<file path="config.mk">
export PLATFORM = sky130hd
export DESIGN_NAME = blocked_lattice_address_map_top
export DESIGN_NICKNAME = d
export VERILOG_FILES = /design/src/hdl/blam_pkg.sv /design/src/hdl/blam_cfg_regs.sv /design/src/hdl/blocked_lattice_address_map_top.sv
export SDC_FILE = /design/constraint.sdc
export NUM_CORES = 2
export LEC_CHECK = 0
export ABC_CLOCK_PERIOD_IN_PS = 12300
export BUFFER_PORTS_ARGS = -buffer_cell sky130_fd_sc_hd__buf_2
export CORE_MARGIN = 2
export CORE_UTILIZATION = 60
export DETAILED_ROUTE_END_ITERATION = 8
export PLACE_DENSITY = 0.9
export SLEW_MARGIN = 20
export SYNTH_ARGS = -nofsm -noshare
export SYNTH_HDL_FRONTEND = slang
export SYNTH_SLANG_ARGS = --single-unit
</file>
<file path="constraint.sdc">
create_clock -name clk -period 12.3 [get_ports clk]
set_input_delay 2.46 -clock clk [delete_from_list [all_inputs] [get_ports clk]]
set_output_delay 2.46 -clock clk [all_outputs]
set_load 0.005 [all_outputs]
</file>
<file path="src/hdl/blam_pkg.sv">
`timescale 1ns / 1ps
// ----------------------------------------------------------------------------
// blam_pkg
// Shared widths, register indexes, types and the restoring divide step for
// the blocked lattice address map.
// ----------------------------------------------------------------------------
package blam_pkg;

	localparam int DIMS      = 4;
	localparam int LANES     = 2 * DIMS;
	localparam int REG_W     = 7;
	localparam int COORD_W   = 6;
	localparam int ADDR_W    = 24;
	localparam int CFG_IDX_W = 3;
	localparam int S1_STEPS  = 3;

	localparam int DEFAULT_MAX_EXTENT = 64;

	// Register indexes of the configuration port
	localparam logic [CFG_IDX_W-1:0] CFG_EXTENT_X      = 3'd0;
	localparam logic [CFG_IDX_W-1:0] CFG_EXTENT_Y      = 3'd1;
	localparam logic [CFG_IDX_W-1:0] CFG_EXTENT_Z      = 3'd2;
	localparam logic [CFG_IDX_W-1:0] CFG_EXTENT_W      = 3'd3;
	localparam logic [CFG_IDX_W-1:0] CFG_SUBBLOCK_EDGE = 3'd4;

	localparam logic [REG_W-1:0] EXTENT_RESET = 7'd16;
	localparam logic [REG_W-1:0] EDGE_RESET   = 7'd4;

	typedef logic [REG_W-1:0]  reg_t;
	typedef logic [ADDR_W-1:0] addr_t;

	typedef struct packed {
		reg_t [DIMS-1:0] extent;
		reg_t            sub_edge;
	} cfg_t;

	typedef struct packed {
		logic q;
		reg_t rem;
	} div_step_t;

	// One restoring divide step: shift in a dividend bit, subtract if it fits
	function automatic div_step_t div_step(reg_t rem, logic din, reg_t d);
		logic [REG_W:0] t;
		div_step_t      r;
		t = {rem, din};
		if (t >= {1'b0, d}) begin
			r.q   = 1'b1;
			r.rem = REG_W'(t - {1'b0, d});
		end else begin
			r.q   = 1'b0;
			r.rem = REG_W'(t);
		end
		return r;
	endfunction

endpackage

</file>
<file path="src/hdl/blam_cfg_regs.sv">
`timescale 1ns / 1ps
// ----------------------------------------------------------------------------
// blam_cfg_regs
// Register file for the four extents and the subblock edge, written through
// a plain enable/index/data port. Unknown indexes are dropped.
// ----------------------------------------------------------------------------
module blam_cfg_regs (
	input  logic                            clk,
	input  logic                            arst_n,
	input  logic                            cfg_we,
	input  logic [blam_pkg::CFG_IDX_W-1:0]  cfg_index,
	input  logic [blam_pkg::REG_W-1:0]      cfg_data,
	output blam_pkg::cfg_t                  cfg
);

	blam_pkg::cfg_t cfg_q;

	// Write the addressed register, ignore indexes beyond the list
	always_ff @(posedge clk or negedge arst_n) begin
		if (!arst_n) begin
			for (int i = 0; i < blam_pkg::DIMS; i++) begin
				cfg_q.extent[i] <= blam_pkg::EXTENT_RESET;
			end
			cfg_q.sub_edge <= blam_pkg::EDGE_RESET;
		end else if (cfg_we) begin
			unique case (cfg_index)
				blam_pkg::CFG_EXTENT_X:      cfg_q.extent[0] <= cfg_data;
				blam_pkg::CFG_EXTENT_Y:      cfg_q.extent[1] <= cfg_data;
				blam_pkg::CFG_EXTENT_Z:      cfg_q.extent[2] <= cfg_data;
				blam_pkg::CFG_EXTENT_W:      cfg_q.extent[3] <= cfg_data;
				blam_pkg::CFG_SUBBLOCK_EDGE: cfg_q.sub_edge  <= cfg_data;
				default: begin
				end
			endcase
		end
	end

	assign cfg = cfg_q;

endmodule

</file>
<file path="src/hdl/blocked_lattice_address_map_top.sv">
`timescale 1ns / 1ps
// ----------------------------------------------------------------------------
// blocked_lattice_address_map_top
// Maps a 4D lattice site to its natural and subblock-tiled addresses.
// ----------------------------------------------------------------------------
// Usage:
//   Items enter on in_valid/in_ready carrying coord_x..coord_w (x fastest).
//   Results leave on out_valid/out_ready as tiled_address, natural_address
//   and map_error. Extents and subblock edge are written on the cfg port
//   while no item is in flight; an item may follow the write at once.
//   Throughput: one item per cycle unless the receiver stalls. The six
//   register stages are two halves of a restoring divider (coordinates
//   and extents by the edge, run in eight lanes) and four multiply stages:
//   three for the mixed-radix chains and a final one for subblock index
//   times edge^4 plus offset.
//   A bad coordinate, a bad extent, a zero edge or an extent the edge does
//   not divide raises map_error with both addresses at zero.
//   Reset empties the pipeline and restores extents of 16 and edge 4.
//   When the receiver stalls, the output stage holds its item; upstream
//   stages keep filling any empty slots, and in_ready drops only once every
//   stage holds an item.
// ----------------------------------------------------------------------------
module blocked_lattice_address_map_top #(
	parameter int MAX_EXTENT = blam_pkg::DEFAULT_MAX_EXTENT
) (
	input  logic                              clk,
	input  logic                              arst_n,
	input  logic                              cfg_we,
	input  logic [blam_pkg::CFG_IDX_W-1:0]    cfg_index,
	input  logic [blam_pkg::REG_W-1:0]        cfg_data,
	input  logic                              in_valid,
	output logic                              in_ready,
	input  logic [blam_pkg::COORD_W-1:0]      coord_x,
	input  logic [blam_pkg::COORD_W-1:0]      coord_y,
	input  logic [blam_pkg::COORD_W-1:0]      coord_z,
	input  logic [blam_pkg::COORD_W-1:0]      coord_w,
	output logic                              out_valid,
	input  logic                              out_ready,
	output logic [blam_pkg::ADDR_W-1:0]       tiled_address,
	output logic [blam_pkg::ADDR_W-1:0]       natural_address,
	output logic                              map_error
);

	localparam int DIMS  = blam_pkg::DIMS;
	localparam int LANES = blam_pkg::LANES;
	localparam int REG_W = blam_pkg::REG_W;
	localparam int S1N   = blam_pkg::S1_STEPS;
	localparam logic [REG_W+1:0] MaxExt = (REG_W + 2)'(MAX_EXTENT);

	blam_pkg::cfg_t cfg;

	blam_cfg_regs u_cfg (
		.clk       (clk),
		.arst_n    (arst_n),
		.cfg_we    (cfg_we),
		.cfg_index (cfg_index),
		.cfg_data  (cfg_data),
		.cfg       (cfg)
	);

	// Stage load enables: a stage loads when empty or when the next one loads
	logic ld1, ld2, ld3, ld4, ld5, ld6;
	logic v_s1, v_s2, v_s3, v_s4, v_s5, v_s6;

	assign ld6 = !v_s6 || out_ready;
	assign ld5 = !v_s5 || ld6;
	assign ld4 = !v_s4 || ld5;
	assign ld3 = !v_s3 || ld4;
	assign ld2 = !v_s2 || ld3;
	assign ld1 = !v_s1 || ld2;
	assign in_ready = ld1;

	// Advance valid bits
	always_ff @(posedge clk or negedge arst_n) begin
		if (!arst_n) begin
			v_s1 <= 1'b0;
			v_s2 <= 1'b0;
			v_s3 <= 1'b0;
			v_s4 <= 1'b0;
			v_s5 <= 1'b0;
			v_s6 <= 1'b0;
		end else begin
			if (ld1) v_s1 <= in_valid;
			if (ld2) v_s2 <= v_s1;
			if (ld3) v_s3 <= v_s2;
			if (ld4) v_s4 <= v_s3;
			if (ld5) v_s5 <= v_s4;
			if (ld6) v_s6 <= v_s5;
		end
	end

	// ---------------- Entry: range checks and upper divide steps ----------
	blam_pkg::reg_t [LANES-1:0] dvd_in;
	blam_pkg::reg_t [LANES-1:0] rem_a;
	blam_pkg::reg_t [LANES-1:0] quo_a;
	blam_pkg::div_step_t        st_a;
	logic                       err_in;

	always_comb begin
		dvd_in[0] = {1'b0, coord_x};
		dvd_in[1] = {1'b0, coord_y};
		dvd_in[2] = {1'b0, coord_z};
		dvd_in[3] = {1'b0, coord_w};
		for (int i = 0; i < DIMS; i++) begin
			dvd_in[DIMS+i] = cfg.extent[i];
		end
		err_in = (cfg.sub_edge == '0);
		for (int i = 0; i < DIMS; i++) begin
			if (cfg.extent[i] == '0 || {2'b00, cfg.extent[i]} > MaxExt) err_in = 1'b1;
			if (dvd_in[i] >= cfg.extent[i]) err_in = 1'b1;
		end
	end

	always_comb begin
		st_a = '0;
		for (int k = 0; k < LANES; k++) begin
			rem_a[k] = '0;
			quo_a[k] = '0;
			for (int j = REG_W - 1; j >= REG_W - S1N; j--) begin
				st_a        = blam_pkg::div_step(rem_a[k], dvd_in[k][j], cfg.sub_edge);
				rem_a[k]    = st_a.rem;
				quo_a[k][j] = st_a.q;
			end
		end
	end

	blam_pkg::reg_t [LANES-1:0] dvd_s1, rem_s1, quo_s1;
	blam_pkg::reg_t             edge_s1;
	logic                       err_s1;

	always_ff @(posedge clk) begin
		if (ld1) begin
			dvd_s1  <= dvd_in;
			rem_s1  <= rem_a;
			quo_s1  <= quo_a;
			edge_s1 <= cfg.sub_edge;
			err_s1  <= err_in;
		end
	end

	// ---------------- Stage 2: lower divide steps, divisibility ------------
	blam_pkg::reg_t [LANES-1:0] rem_b, quo_b;
	blam_pkg::div_step_t        st_b;
	logic                       err_b;

	always_comb begin
		st_b = '0;
		for (int k = 0; k < LANES; k++) begin
			rem_b[k] = rem_s1[k];
			quo_b[k] = quo_s1[k];
			for (int j = REG_W - S1N - 1; j >= 0; j--) begin
				st_b        = blam_pkg::div_step(rem_b[k], dvd_s1[k][j], edge_s1);
				rem_b[k]    = st_b.rem;
				quo_b[k][j] = st_b.q;
			end
		end
		err_b = err_s1;
		for (int i = 0; i < DIMS; i++) begin
			if (rem_b[DIMS+i] != '0) err_b = 1'b1;
		end
	end

	blam_pkg::reg_t [LANES-1:0] dvd_s2, rem_s2, quo_s2;
	blam_pkg::reg_t             edge_s2;
	logic                       err_s2;

	always_ff @(posedge clk) begin
		if (ld2) begin
			dvd_s2  <= dvd_s1;
			rem_s2  <= rem_b;
			quo_s2  <= quo_b;
			edge_s2 <= edge_s1;
			err_s2  <= err_b;
		end
	end

	// ---------------- Stage 3: w and z digits of each chain, edge squared --
	blam_pkg::addr_t nat_s3, blk_s3, off_s3, vol_s3;
	blam_pkg::reg_t  x_s3, y_s3, ex_s3, ey_s3, qx_s3, qy_s3, nx_s3, ny_s3;
	blam_pkg::reg_t  rx_s3, ry_s3, edge_s3;
	logic            err_s3;

	always_ff @(posedge clk) begin
		if (ld3) begin
			nat_s3  <= blam_pkg::addr_t'(dvd_s2[3]) * blam_pkg::addr_t'(dvd_s2[DIMS+2])
				+ blam_pkg::addr_t'(dvd_s2[2]);
			blk_s3  <= blam_pkg::addr_t'(quo_s2[3]) * blam_pkg::addr_t'(quo_s2[DIMS+2])
				+ blam_pkg::addr_t'(quo_s2[2]);
			off_s3  <= blam_pkg::addr_t'(rem_s2[3]) * blam_pkg::addr_t'(edge_s2)
				+ blam_pkg::addr_t'(rem_s2[2]);
			vol_s3  <= blam_pkg::addr_t'(edge_s2) * blam_pkg::addr_t'(edge_s2);
			x_s3    <= dvd_s2[0];
			y_s3    <= dvd_s2[1];
			ex_s3   <= dvd_s2[DIMS];
			ey_s3   <= dvd_s2[DIMS+1];
			qx_s3   <= quo_s2[0];
			qy_s3   <= quo_s2[1];
			nx_s3   <= quo_s2[DIMS];
			ny_s3   <= quo_s2[DIMS+1];
			rx_s3   <= rem_s2[0];
			ry_s3   <= rem_s2[1];
			edge_s3 <= edge_s2;
			err_s3  <= err_s2;
		end
	end

	// ---------------- Stage 4: y digits, edge to the fourth ----------------
	blam_pkg::addr_t nat_s4, blk_s4, off_s4, vol_s4;
	blam_pkg::reg_t  x_s4, ex_s4, qx_s4, nx_s4, rx_s4, edge_s4;
	logic            err_s4;

	always_ff @(posedge clk) begin
		if (ld4) begin
			nat_s4  <= nat_s3 * blam_pkg::addr_t'(ey_s3) + blam_pkg::addr_t'(y_s3);
			blk_s4  <= blk_s3 * blam_pkg::addr_t'(ny_s3) + blam_pkg::addr_t'(qy_s3);
			off_s4  <= off_s3 * blam_pkg::addr_t'(edge_s3) + blam_pkg::addr_t'(ry_s3);
			vol_s4  <= vol_s3 * vol_s3;
			x_s4    <= x_s3;
			ex_s4   <= ex_s3;
			qx_s4   <= qx_s3;
			nx_s4   <= nx_s3;
			rx_s4   <= rx_s3;
			edge_s4 <= edge_s3;
			err_s4  <= err_s3;
		end
	end

	// ---------------- Stage 5: x digits close the chains -------------------
	blam_pkg::addr_t nat_s5, blk_s5, off_s5, vol_s5;
	logic            err_s5;

	always_ff @(posedge clk) begin
		if (ld5) begin
			nat_s5 <= nat_s4 * blam_pkg::addr_t'(ex_s4) + blam_pkg::addr_t'(x_s4);
			blk_s5 <= blk_s4 * blam_pkg::addr_t'(nx_s4) + blam_pkg::addr_t'(qx_s4);
			off_s5 <= off_s4 * blam_pkg::addr_t'(edge_s4) + blam_pkg::addr_t'(rx_s4);
			vol_s5 <= vol_s4;
			err_s5 <= err_s4;
		end
	end

	// ---------------- Stage 6: tiled address, zero both on error -----------
	blam_pkg::addr_t tiled_s6, nat_s6;
	logic            err_s6;

	always_ff @(posedge clk) begin
		if (ld6) begin
			tiled_s6 <= err_s5 ? '0 : blk_s5 * vol_s5 + off_s5;
			nat_s6   <= err_s5 ? '0 : nat_s5;
			err_s6   <= err_s5;
		end
	end

	assign out_valid       = v_s6;
	assign tiled_address   = tiled_s6;
	assign natural_address = nat_s6;
	assign map_error       = err_s6;

	// ---------------- Assertions ----------------
	a_err_zero: assert property (@(posedge clk) disable iff (!arst_n)
		out_valid && map_error |-> tiled_address == '0 && natural_address == '0)
		else $error("error item carries a nonzero address");

	a_ready_flow: assert property (@(posedge clk) disable iff (!arst_n)
		out_ready |-> in_ready)
		else $error("input blocked while the receiver takes items");

	a_zero_edge: assert property (@(posedge clk) disable iff (!arst_n)
		v_s2 && edge_s2 == '0 |-> err_s2)
		else $error("zero edge not flagged");

	a_rem_range: assert property (@(posedge clk) disable iff (!arst_n)
		v_s2 && edge_s2 != '0 |-> rem_s2[0] < edge_s2 && rem_s2[DIMS] < edge_s2)
		else $error("divider remainder not below edge");

endmodule
</file>
==> results.sh <==
export IMPL_status="complete, no violations"
export IMPL_dpl_hpwl_um=150500
export IMPL_final_nets=10070
export IMPL_num_rows=135
export IMPL_cts_setup_buffers=0
export IMPL_dieArea_um2=139300
export IMPL_min_path_cells=0
export IMPL_whs_endpoint="ry_s3[4]"
export IMPL_crit_path_end_kind="flop"
export IMPL_post_drt_wl_per_cell_um=19.56
export IMPL_crit_path_max_incr_delay_ns=0.56
export IMPL_synth_flop_cell="edfxtp_1"
export IMPL_root_buffer="clkbuf_16"
export IMPL_gp_congestion=0.9321
export IMPL_grtUsageTotal=0.2842
export IMPL_min_delay_start="rem_s2[11]"
export IMPL_critPathKind="reg -> reg"
export IMPL_relSlewSlack=0.2625
export IMPL_hold_buffers=0
export IMPL_critPathLaunchType="flop"
export IMPL_cts_tree="done"
export IMPL_grt_pass1_vias=62590
export IMPL_synth_seq_area_share=0.2575
export IMPL_hold_viol=0
export IMPL_cp_max_fo=27
export IMPL_ys_warn_count=0
export IMPL_area_growth_pct=6.285
export IMPL_slowest_stage="or3_1"
export IMPL_fin_area_um2=86940
export IMPL_cp_buffers_inverters=4
export IMPL_synth_top_cell_area_share=0.2448
export IMPL_synth_nets=10020
export IMPL_rr_startpoint="edge_s1[2]"
export IMPL_detail_route_vias_per_cell=5.873
export IMPL_min_delay_path_class="reg -> reg"
export IMPL_seqCellArea_um2=21060
export IMPL_ios=90
export IMPL_drv_slew=0
export IMPL_clock_skew_ns=0.02978
export IMPL_setup_viol=0
export IMPL_ys_ff_latch=708
export IMPL_ctsResizeCount=0
export IMPL_place_area_um2=84150
export IMPL_syn_inst=8068
export IMPL_rsz0062_at_grt="false"
export IMPL_r2r_setup_slack_ns=2.71
export IMPL_die_w_um=373.2
export IMPL_reg2reg_to="rem_s2[21]"
export IMPL_drt_wl_total_um=194900
export IMPL_grt_max_degree=132
export IMPL_numCtsBuffers=81
export IMPL_yosys_area_top_type="edfxtp_1"
export IMPL_cpLargestDelayFamily="compound AO/OA/AOI/OAI gates"
export IMPL_remaining_drc_errors=0
export IMPL_synth_async_sr_flop_share=0.05791
export IMPL_drt_pass1_iterations=8
export IMPL_clkSinkCount=708
export IMPL_post_route_period_util=0.7797
export IMPL_grt_overflow=0
export IMPL_drive_gt1_frac=0.05233
export IMPL_grt_first_pass_wirelength_um=320100
export IMPL_die_h_um=373.2
export IMPL_synthTopCellsByArea="edfxtp_1 (24%), fa_1 (23%), ha_1 (15%)"
export IMPL_crit_top_cell="a21oi_1"
export IMPL_cts_max_level=3
export IMPL_synthDistinctLibCells=99
export IMPL_critPathRequiredTime_ns=12.82
export IMPL_syn_area_per_cell_um2=10.14
export IMPL_r2r_cells=40
export IMPL_layout_min_cycle_time_ns=9.591
export IMPL_arrival_ns=10.11
export IMPL_core_area_um2=135500
export IMPL_drtIter0Drc=4825
export IMPL_initial_core_util=0.6039
export IMPL_clock_tree_buffer_depth=3
export IMPL_max_clock_freq_mhz=104.3
export IMPL_final_antenna_net_count=0
export IMPL_vias=58500
export IMPL_synth_area_um2=81800
export IMPL_clk_pin_slew_ns=0.06
export IMPL_multiInputGateArea_um2=55180
export IMPL_antenna_found_initial=5
export IMPL_synth_edf_count=667
export IMPL_whs_ns=0.4070
export IMPL_maxCapViolCount=0
export IMPL_post_route_util=0.6418
export IMPL_portBuffers=89
export IMPL_fin_setup_tns_ns=0
export IMPL_insertion_delay_ns=0.71
export IMPL_worst_slew_pin_slew_ns=1.106
export IMPL_n_fill_cell=9691
[sequential cells by signal (all words and copies together), names as in the netlist, 18 cells and up]
register and flops:
vol_s5 22, tiled_address 24, quo_b 18, dvd_s2 45, natural_address 24, nat_s4 23, dvd_s1 49, vol_s4 22
off_s4 24, quo_s2 46, blk_s5 24, blk_s4 24, off_s5 24, rem_s1 56, nat_s5 24, rem_s2 28
u_cfg.cfg 35
[cells in the mapped netlist, drive strengths merged, types with 133 or more instances]
cell,n
fa,933
nand2,732
inv,1330
a21oi,317
a21o,168
nor2,283
ha,979
clkbuf,133
edfxtp,667
o21ai,275
xnor2,336
and2,756
[kinds of logic (layout without fill, tap and decap cells)]
group           after synthesis  count (layout)  synth area share
fa+ha+maj                  1912            1912            0.3781
mux                         156             156           0.02089
compound gates             1085            1085           0.08483
buf+inv                    1485            1596           0.06858
other cells                   0               1                 0
flops                       708             708            0.2575
xor+xnor                    448             448           0.04797
simple gates               2274            2274            0.1422
[worst max path at each step]
| stage | startpoint | to | slack [ns] | depth (start not counted) |
|---|---|---|---|---|
| 2_1_floorplan | out_ready | in_ready | 1.05 | 4 |
| 6_report | edge_s1[2] | rem_s2[21] | 2.71 | 40 |
| 3_3_place_gp | edge_s1[0] | rem_s2[5] | 3.01 | 36 |
| 3_5_place_dp | edge_s1[0] | rem_s2[12] | 2.94 | 35 |
| 5_1_grt | edge_s1[0] | rem_s2[6] | 1.94 | 36 |
| 4_1_cts | edge_s1[2] | rem_s2[26] | 2.89 | 40 |
[cell type report]
cell class | instances | share of cell area
diodes | 1 | 0.00002878
clock inverters | 49 | 0.007080
well taps | 1781 | 0.02563
clock buffers | 96 | 0.02481
repair buffers | 121 | 0.008059
multi-input cells | 5875 | 0.6347
flip-flops and latches | 708 | 0.2422
inverters | 1330 | 0.05746
[cells in the final DEF (no fill, tap or decap), types with 92 or more instances in the layout]
cell type,Yosys,layout
inv_1,1328,1324
ha_1,979,979
fa_1,933,933
and2_1,756,756
nand2_1,729,727
edfxtp_1,667,667
xnor2_1,336,336
a21oi_1,312,312
nor2_1,283,283
o21ai_0,269,269
a21o_1,167,167
nor2b_1,115,115
xor2_1,112,112
mux2_2,92,92
[stage by stage]
step                      worst slack [ns]  cells
final                                2.709   9961
after detailed placement             2.941   9814
after global placement               3.012   9814
after floorplan                      1.048   8068
after CTS                            2.885   9959
after global routing                 1.940   9960
[layer usage]
| metal | track usage | vias to the layer above | share of wire | routed length, um |
|---|---|---|---|---|
| li1 | - | 26590 | - | - |
| met1 | 0.3637 | 28740 | 0.39 | 76830 |
| met2 | 0.4746 | 2549 | 0.48 | 93110 |
| met3 | 0.04511 | 623 | 0.076 | 14900 |
| met4 | 0.1337 | 0 | 0.052 | 10040 |
| met5 | 0 | - | 0 | 0 |
Power is not shown: default switching activity piles up to over one toggle a cycle in this logic, so the estimate is an artifact.
